==> config.mk <==
export PLATFORM = sky130hd
export DESIGN_NAME = programmable_crc_serial
export DESIGN_NICKNAME = d
export VERILOG_FILES = /design/src/design/pcrc_pkg.sv /design/src/design/programmable_crc_serial.sv /design/src/design/pcrc_divider.sv /design/src/design/pcrc_emitter.sv
export SDC_FILE = /design/constraint.sdc
export NUM_CORES = 1
export LEC_CHECK = 0
export ABC_AREA = 1
export ABC_CLOCK_PERIOD_IN_PS = 3100
export BUFFER_PORTS_ARGS = -buffer_cell sky130_fd_sc_hd__buf_4
export CAP_MARGIN = 5
export CORE_UTILIZATION = 49
export DETAILED_ROUTE_END_ITERATION = 12
export HOLD_SLACK_MARGIN = 0.03
export PLACE_DENSITY = 0.69
export SYNTH_ARGS = -nofsm -noshare
export SYNTH_HDL_FRONTEND = slang
export SYNTH_HIERARCHICAL = 1
export SYNTH_SLANG_ARGS = --single-unit
==> constraint.sdc <==
create_clock -name clk -period 3.1 [get_ports clk]
set_clock_uncertainty 0.1 [all_clocks]
set_input_delay 0.465 -clock clk [delete_from_list [all_inputs] [get_ports clk]]
set_output_delay 0.465 -clock clk [all_outputs]
set_load 0.005 [all_outputs]
==> src/design/pcrc_pkg.sv <==
// Package for the programmable serial CRC: configuration type, register
// indexes, input kinds and size constants. No dependencies.
package pcrc_pkg;

	localparam int unsigned MaxDegreeDefault = 16;
	localparam int unsigned GenWidth         = 16;
	localparam int unsigned DegWidth         = 5;
	localparam int unsigned CfgIdxWidth      = 2;
	localparam int unsigned CfgDataWidth     = 16;

	typedef enum logic [CfgIdxWidth-1:0] {
		REG_GENERATOR = 2'd0,
		REG_DEGREE    = 2'd1,
		REG_CHECK     = 2'd2
	} cfg_reg_t;

	typedef enum logic {
		KIND_BIT    = 1'b0,
		KIND_FINISH = 1'b1
	} item_kind_t;

	typedef struct packed {
		logic [GenWidth-1:0] generator_low_bits;
		logic [DegWidth-1:0] degree;
		logic                check_mode;
	} cfg_t;

endpackage

==> src/design/programmable_crc_serial.sv <==
// Top level of the programmable serial CRC: configuration registers,
// divider and result emitter. Depends on pcrc_pkg, pcrc_divider, pcrc_emitter.
//
//   channel   direction  payload
//   s_axis    in         tdata[0] bit_in; tuser[0] kind
//   m_axis    out        tdata[0] remainder_bit; tlast last; tuser[0] remainder_zero
//   cfg       in         cfg_index selects register, cfg_data value, cfg_we strobe
//
// A message bit is held in the input register; one bit per cycle is
// sustained, also while a remainder is being sent.
// A finish holds the input register until the emitter is empty, then gives
// degree result bits, one per cycle while the receiver is ready; a new finish
// waits until the single emitter shift register has sent the previous remainder.
// Reset clears the remainder and restores degree 1, generate mode.
module programmable_crc_serial #(
	parameter int unsigned MAX_DEGREE = pcrc_pkg::MaxDegreeDefault
) (
	input  logic                                clk,
	input  logic                                arst_n,
	input  logic                                s_axis_tvalid,
	output logic                                s_axis_tready,
	input  logic [7:0]                          s_axis_tdata,  // [0] bit_in
	input  logic [0:0]                          s_axis_tuser,  // [0] kind
	output logic                                m_axis_tvalid,
	input  logic                                m_axis_tready,
	output logic [7:0]                          m_axis_tdata,  // [0] remainder_bit
	output logic                                m_axis_tlast,
	output logic [0:0]                          m_axis_tuser,  // [0] remainder_zero
	input  logic                                cfg_we,
	input  logic [pcrc_pkg::CfgIdxWidth-1:0]    cfg_index,
	input  logic [pcrc_pkg::CfgDataWidth-1:0]   cfg_data
);
	import pcrc_pkg::*;

	localparam int unsigned DW = $clog2(MAX_DEGREE + 1);

	cfg_t                  cfg_q;
	logic                  fin_valid;
	logic                  fin_ready;
	logic [MAX_DEGREE-1:0] fin_snap;
	logic                  fin_zero;
	logic [DW-1:0]         fin_count;
	logic                  out_bit;

	always_ff @(posedge clk or negedge arst_n) begin
		if (!arst_n) begin
			cfg_q.generator_low_bits <= '0;
			cfg_q.degree             <= DegWidth'(1);
			cfg_q.check_mode         <= 1'b0;
		end else if (cfg_we) begin
			case (cfg_reg_t'(cfg_index))
				REG_GENERATOR: cfg_q.generator_low_bits <= cfg_data[GenWidth-1:0];
				REG_DEGREE:    cfg_q.degree             <= cfg_data[DegWidth-1:0];
				REG_CHECK:     cfg_q.check_mode         <= cfg_data[0];
				default:       cfg_q                    <= cfg_q;
			endcase
		end
	end

	pcrc_divider #(
		.MAX_DEGREE(MAX_DEGREE)
	) u_divider (
		.clk       (clk),
		.arst_n    (arst_n),
		.cfg       (cfg_q),
		.in_valid  (s_axis_tvalid),
		.in_ready  (s_axis_tready),
		.in_kind   (s_axis_tuser[0]),
		.in_bit    (s_axis_tdata[0]),
		.fin_valid (fin_valid),
		.fin_ready (fin_ready),
		.fin_snap  (fin_snap),
		.fin_zero  (fin_zero),
		.fin_count (fin_count)
	);

	pcrc_emitter #(
		.MAX_DEGREE(MAX_DEGREE)
	) u_emitter (
		.clk        (clk),
		.arst_n     (arst_n),
		.load_valid (fin_valid),
		.load_ready (fin_ready),
		.load_snap  (fin_snap),
		.load_zero  (fin_zero),
		.load_count (fin_count),
		.out_valid  (m_axis_tvalid),
		.out_ready  (m_axis_tready),
		.out_bit    (out_bit),
		.out_last   (m_axis_tlast),
		.out_zero   (m_axis_tuser[0])
	);

	assign m_axis_tdata = {7'b0, out_bit};

endmodule

==> src/design/pcrc_divider.sv <==
// Input register and remainder update for the programmable serial CRC.
// Depends on pcrc_pkg. Hands a left-aligned remainder snapshot to the emitter.
module pcrc_divider #(
	parameter int unsigned MAX_DEGREE = pcrc_pkg::MaxDegreeDefault,
	localparam int unsigned DW = $clog2(MAX_DEGREE + 1)
) (
	input  logic                  clk,
	input  logic                  arst_n,
	input  pcrc_pkg::cfg_t        cfg,
	input  logic                  in_valid,
	output logic                  in_ready,
	input  logic                  in_kind,
	input  logic                  in_bit,
	output logic                  fin_valid,
	input  logic                  fin_ready,
	output logic [MAX_DEGREE-1:0] fin_snap,
	output logic                  fin_zero,
	output logic [DW-1:0]         fin_count
);
	import pcrc_pkg::*;

	localparam int unsigned IW = (MAX_DEGREE > 1) ? $clog2(MAX_DEGREE) : 1;

	logic                  valid_s1;
	logic                  kind_s1;
	logic                  bit_s1;
	logic [MAX_DEGREE-1:0] rem_q;

	logic [5:0]            deg6;
	logic [DW-1:0]         d_eff;
	logic [MAX_DEGREE-1:0] mask;
	logic [31:0]           gen32;
	logic [MAX_DEGREE-1:0] gen_m;
	logic [MAX_DEGREE-1:0] rem_m;
	logic [IW-1:0]         top_idx;
	logic                  top;
	logic [MAX_DEGREE-1:0] rem_nxt;
	logic                  retire;
	logic                  is_finish;

	// Clamp degree into 1..MAX_DEGREE.
	always_comb begin
		deg6 = {1'b0, cfg.degree};
		if (deg6 == 6'd0) begin
			d_eff = DW'(1);
		end else if (deg6 > 6'(MAX_DEGREE)) begin
			d_eff = DW'(MAX_DEGREE);
		end else begin
			d_eff = DW'(deg6);
		end
	end

	always_comb begin
		for (int i = 0; i < MAX_DEGREE; i++) begin
			mask[i] = ((DW + 1)'(i) < {1'b0, d_eff});
		end
	end

	assign gen32   = {16'b0, cfg.generator_low_bits};
	assign gen_m   = gen32[MAX_DEGREE-1:0] & mask;
	assign rem_m   = rem_q & mask;
	assign top_idx = IW'(d_eff - DW'(1));
	assign top     = rem_m[top_idx];

	always_comb begin
		if (!cfg.check_mode) begin
			rem_nxt = ((rem_m << 1) & mask) ^ ((top ^ bit_s1) ? gen_m : '0);
		end else begin
			rem_nxt = ((rem_m << 1) | MAX_DEGREE'(bit_s1)) & mask;
			rem_nxt = rem_nxt ^ (top ? gen_m : '0);
		end
	end

	assign is_finish = (item_kind_t'(kind_s1) == KIND_FINISH);
	assign fin_valid = valid_s1 && is_finish;
	assign retire    = valid_s1 && (!is_finish || fin_ready);
	assign in_ready  = !valid_s1 || retire;

	assign fin_snap  = rem_m << (DW'(MAX_DEGREE) - d_eff);
	assign fin_zero  = (rem_m == '0);
	assign fin_count = d_eff;

	always_ff @(posedge clk or negedge arst_n) begin
		if (!arst_n) begin
			valid_s1 <= 1'b0;
		end else if (in_ready) begin
			valid_s1 <= in_valid;
		end
	end

	always_ff @(posedge clk) begin
		if (in_ready && in_valid) begin
			kind_s1 <= in_kind;
			bit_s1  <= in_bit;
		end
	end

	always_ff @(posedge clk or negedge arst_n) begin
		if (!arst_n) begin
			rem_q <= '0;
		end else if (retire) begin
			rem_q <= is_finish ? '0 : rem_nxt;
		end
	end

endmodule

==> src/design/pcrc_emitter.sv <==
// Result shifter for the programmable serial CRC: sends a remainder snapshot
// out one bit per request, most significant first. Depends on pcrc_pkg.
module pcrc_emitter #(
	parameter int unsigned MAX_DEGREE = pcrc_pkg::MaxDegreeDefault,
	localparam int unsigned DW = $clog2(MAX_DEGREE + 1)
) (
	input  logic                  clk,
	input  logic                  arst_n,
	input  logic                  load_valid,
	output logic                  load_ready,
	input  logic [MAX_DEGREE-1:0] load_snap,
	input  logic                  load_zero,
	input  logic [DW-1:0]         load_count,
	output logic                  out_valid,
	input  logic                  out_ready,
	output logic                  out_bit,
	output logic                  out_last,
	output logic                  out_zero
);
	import pcrc_pkg::*;

	logic [DW-1:0]         cnt_q;
	logic [MAX_DEGREE-1:0] shreg_q;
	logic                  zero_q;

	assign load_ready = (cnt_q == '0);
	assign out_valid  = (cnt_q != '0);
	assign out_bit    = shreg_q[MAX_DEGREE-1];
	assign out_last   = (cnt_q == DW'(1));
	assign out_zero   = zero_q;

	always_ff @(posedge clk or negedge arst_n) begin
		if (!arst_n) begin
			cnt_q <= '0;
		end else if (load_valid && load_ready) begin
			cnt_q <= load_count;
		end else if (out_valid && out_ready) begin
			cnt_q <= cnt_q - DW'(1);
		end
	end

	// Advance one bit per accepted request.
	always_ff @(posedge clk) begin
		if (load_valid && load_ready) begin
			shreg_q <= load_snap;
			zero_q  <= load_zero;
		end else if (out_valid && out_ready) begin
			shreg_q <= shreg_q << 1;
		end
	end

endmodule

==> metrics <==
outcome finished, final reports clean; cells after synthesis 668; Max VDD drop 360 uV; RSZ-0062 raised after global routing no; Setup WS pre-CTS around 0.3 ns; H-tree depth 3; crit path max fanout 31; Post-Synth Simple-Gate Area 45.3%; yosys warns 6; WHS 0.184 ns; Register Area 1670 um2; final hold vios 0; Finished Layout Cells 824; num rows 35; area of the multi-input gates 2500 um2; Synth Cell Area 4700 um2; startpoint types flop; number of synthesized flops with an enable pin 19; post-DP HPWL 8.59 mm; Final Setup Violations 0; Synth Flop Type dfrtp_1; Setup TNS 0 ns; GRT Util Overall between 20% and 30%; asr flop ratio synth 69.8%; clk root buf clkbuf_8; Most Frequent Cell on Critical Path nand2_1; Clock Latency Late Sink ~0.36 ns; worst hold path class primary input to flop; first-pass GRT wire length 19.9 mm; CTS Buffer Depth 2; antenna violations before repair 0; vias in the first global route 4,166; post-synthesis sequential area ratio 35.6%; final slew viol count 0; Post-Route WL about 12 mm; Synth Area in Compound Gates 5.57%; TritonRoute pass-1 iters 5; CTS tree done; mean post-synth cell area around 7.0 um2; number of synthesized register bits 63; CP cell instances inv_1 -> nand2_1 -> nand2_1 -> ha_1 -> inv_1 -> buf_4 -> nand2_1 -> nand3_1 -> nand2_2 -> nand3_2 -> nand3_4 -> nand3_1 -> nand2_1 -> nand3_1 -> nand2_1; fraction of layout cells with a size suffix above 1 17.0%; die footprint 9980 um2; Port Buffers 29; drt via density 5.32; placed instance count 807; Final period util 91.7%; Initial Util 50.6%; power per standard cell area 716 nW/um2; crit end category flop; CP max stage delay 0.59 ns; drt initial violations 278; ant diodes 0; Slew HR roughly three fifths; XOR/XNOR share of the synthesized area 0.346%; clock sink total 63; CP Class flop to flop; I/O pins 44; Num CTS Buffers 9; critical path arrival 2.98 ns; most common cell after layout, fill and taps aside nand2_1; Distinct cells, synth 38; commonest non-fill, non-tap cells in the layout nand2_1, nand3_1, inv_1; post-synthesis mux area share 0.426%; # fillers 921; via count between 4,000 and 5,000; Die Span X between 90 and 100 um; Slew @ Worst Pin 0.574 ns; P_leak around 0.0026 uW; DRC 0; FMAX ~350 MHz; post-synthesis adder-cell area fraction ~1.1%; Slowest cell on crit path dfstp_2; largest net degree at the start of global routing 45; largest family of logic cells by synthesized area simple AND/OR/NAND/NOR gates; Remaining Overflow, GRT 0; max cap viols 0; Final ANT Viol Nets 0; GP Congestion between 0.9 and 1; Die Y approximately 100 um; layout overhead on the synthesized area 8.52%; Core Region 9280 um2; Clock transition at path regs 0.07 ns; worst endpoint required time about 3.2 ns; min cycle time layout 2.84 ns; wire per inst 14.1 um; final layout net count 726; fin worst setup slack 0.256 ns
## layout make-up
class | instances | share of cell area [%]
Sequential cell | 63 | 32.8
Inverter | 67 | 5.03
Clock buffer | 12 | 2.85
Multi-Input combinational cell | 506 | 49.1
Tap cell | 129 | 3.17
Clock inverter | 4 | 0.442
Timing Repair Buffer | 43 | 6.63
## synth_stat cells (3+ instances only)
cell type / count / share of area (%)
nor2_1: 37 / 3.0
nand2_2: 15 / 2.0
o21ai_0: 24 / 2.6
nand2_1: 249 / 20
buf_2: 8 / 0.85
nand3_2: 23 / 4.9
o21ai_1: 6 / 0.64
ha_1: 4 / 1.1
buf_4: 12 / 1.9
clkbuf_1: 7 / 0.56
dfrtp_1: 43 / 23
nand4_1: 23 / 3.1
buf_6: 10 / 2.4
inv_1: 57 / 4.6
nand3_1: 76 / 8.1
edfxtp_1: 19 / 12
a21oi_1: 8 / 0.85
inv_2: 9 / 0.72
nor3b_1: 3 / 0.48
nor3_1: 4 / 0.43
o22ai_1: 3 / 0.40
nor2_4: 3 / 0.72
nor2_2: 3 / 0.40
## power by group
group	switching [uW]	internal [uW]	leakage, uW
Clock	340	308	0.0000861
Combinational	1170	582	0.00179
Sequential	150	1090	0.000751
Total	1660	1980	0.00263
## critical path, delay by kind of cell, from the launching register on
| kind | cells | cell delay (ns) |
|---|---|---|
| fa+ha+maj | 1 | 0.29 |
| buf+inv | 3 | 0.47 |
| flops | 1 | 0.59 |
| simple gates | 11 | 1.27 |
## repair_timing
item                       in CTS  in global routing
setup endpoints to repair       0                  0
hold buffers                    1                  0
setup buffers                   0                  0
gates resized for setup         0                  0
hold endpoints to repair       31                  0
## layer usage
metal / track usage, % / share of wire [%] / wire (um)
met4: 11.5 / 2.7 / 317
met3: 4.32 / 6.5 / 749
met2: 41.4 / 46 / 5360
met1: 33.7 / 45 / 5180
met5: 0 / 0 / 0
## flip-flops by register name, indices dropped and copies added, names as in the netlist
| signal | count |
|---|---|
| u_emitter/shreg_q | 16 |
| u_divider/bit_s1 | 1 |
| cfg_q | 22 |
| u_divider/is_finish | 1 |
| u_divider/rem_q | 16 |
| u_emitter/cnt_q | 5 |
| u_divider/valid_s1 | 1 |
| u_emitter/out_zero | 1 |
## kinds of logic (layout without fill, tap and decap cells)
logic type,after synthesis,count (layout)
flip-flops,63,63
buffers and inverters,105,126
AND/OR/NAND/NOR,444,444
adder cells (fa/ha/maj),4,4
AO/OA/AOI/OAI,48,48
other,1,7
multiplexers,2,2
XOR/XNOR,1,1
## final timing paths
check	depth (start not counted)	slack, ns	from	endpoint
min in group asynchronous	2	0.56	arst_n	cfg_q[19]
max in group asynchronous	2	1.94	arst_n	u_emitter/cnt_q[2]
setup / recovery	15	0.26	cfg_q[1]	u_divider/rem_q[13]
hold / removal	1	0.18	s_axis_tuser	u_divider/is_finish
setup reg to reg	15	0.26	cfg_q[1]	u_divider/rem_q[13]
hold reg to reg	2	0.37	cfg_q[7]	cfg_q[7]
## through the flow
step           util (%)  instance area [um2]  total power [uW]
2_1_floorplan         -                 4720              2610
3_3_place_gp       53.0                 4920              2940
3_5_place_dp       53.0                 4920              2990
4_1_cts            54.9                 5100              3650
5_1_grt            54.9                 5100              3940
6_report           54.9                 5100              3650
No activity file was read; power rests on OpenSTA's default activity.
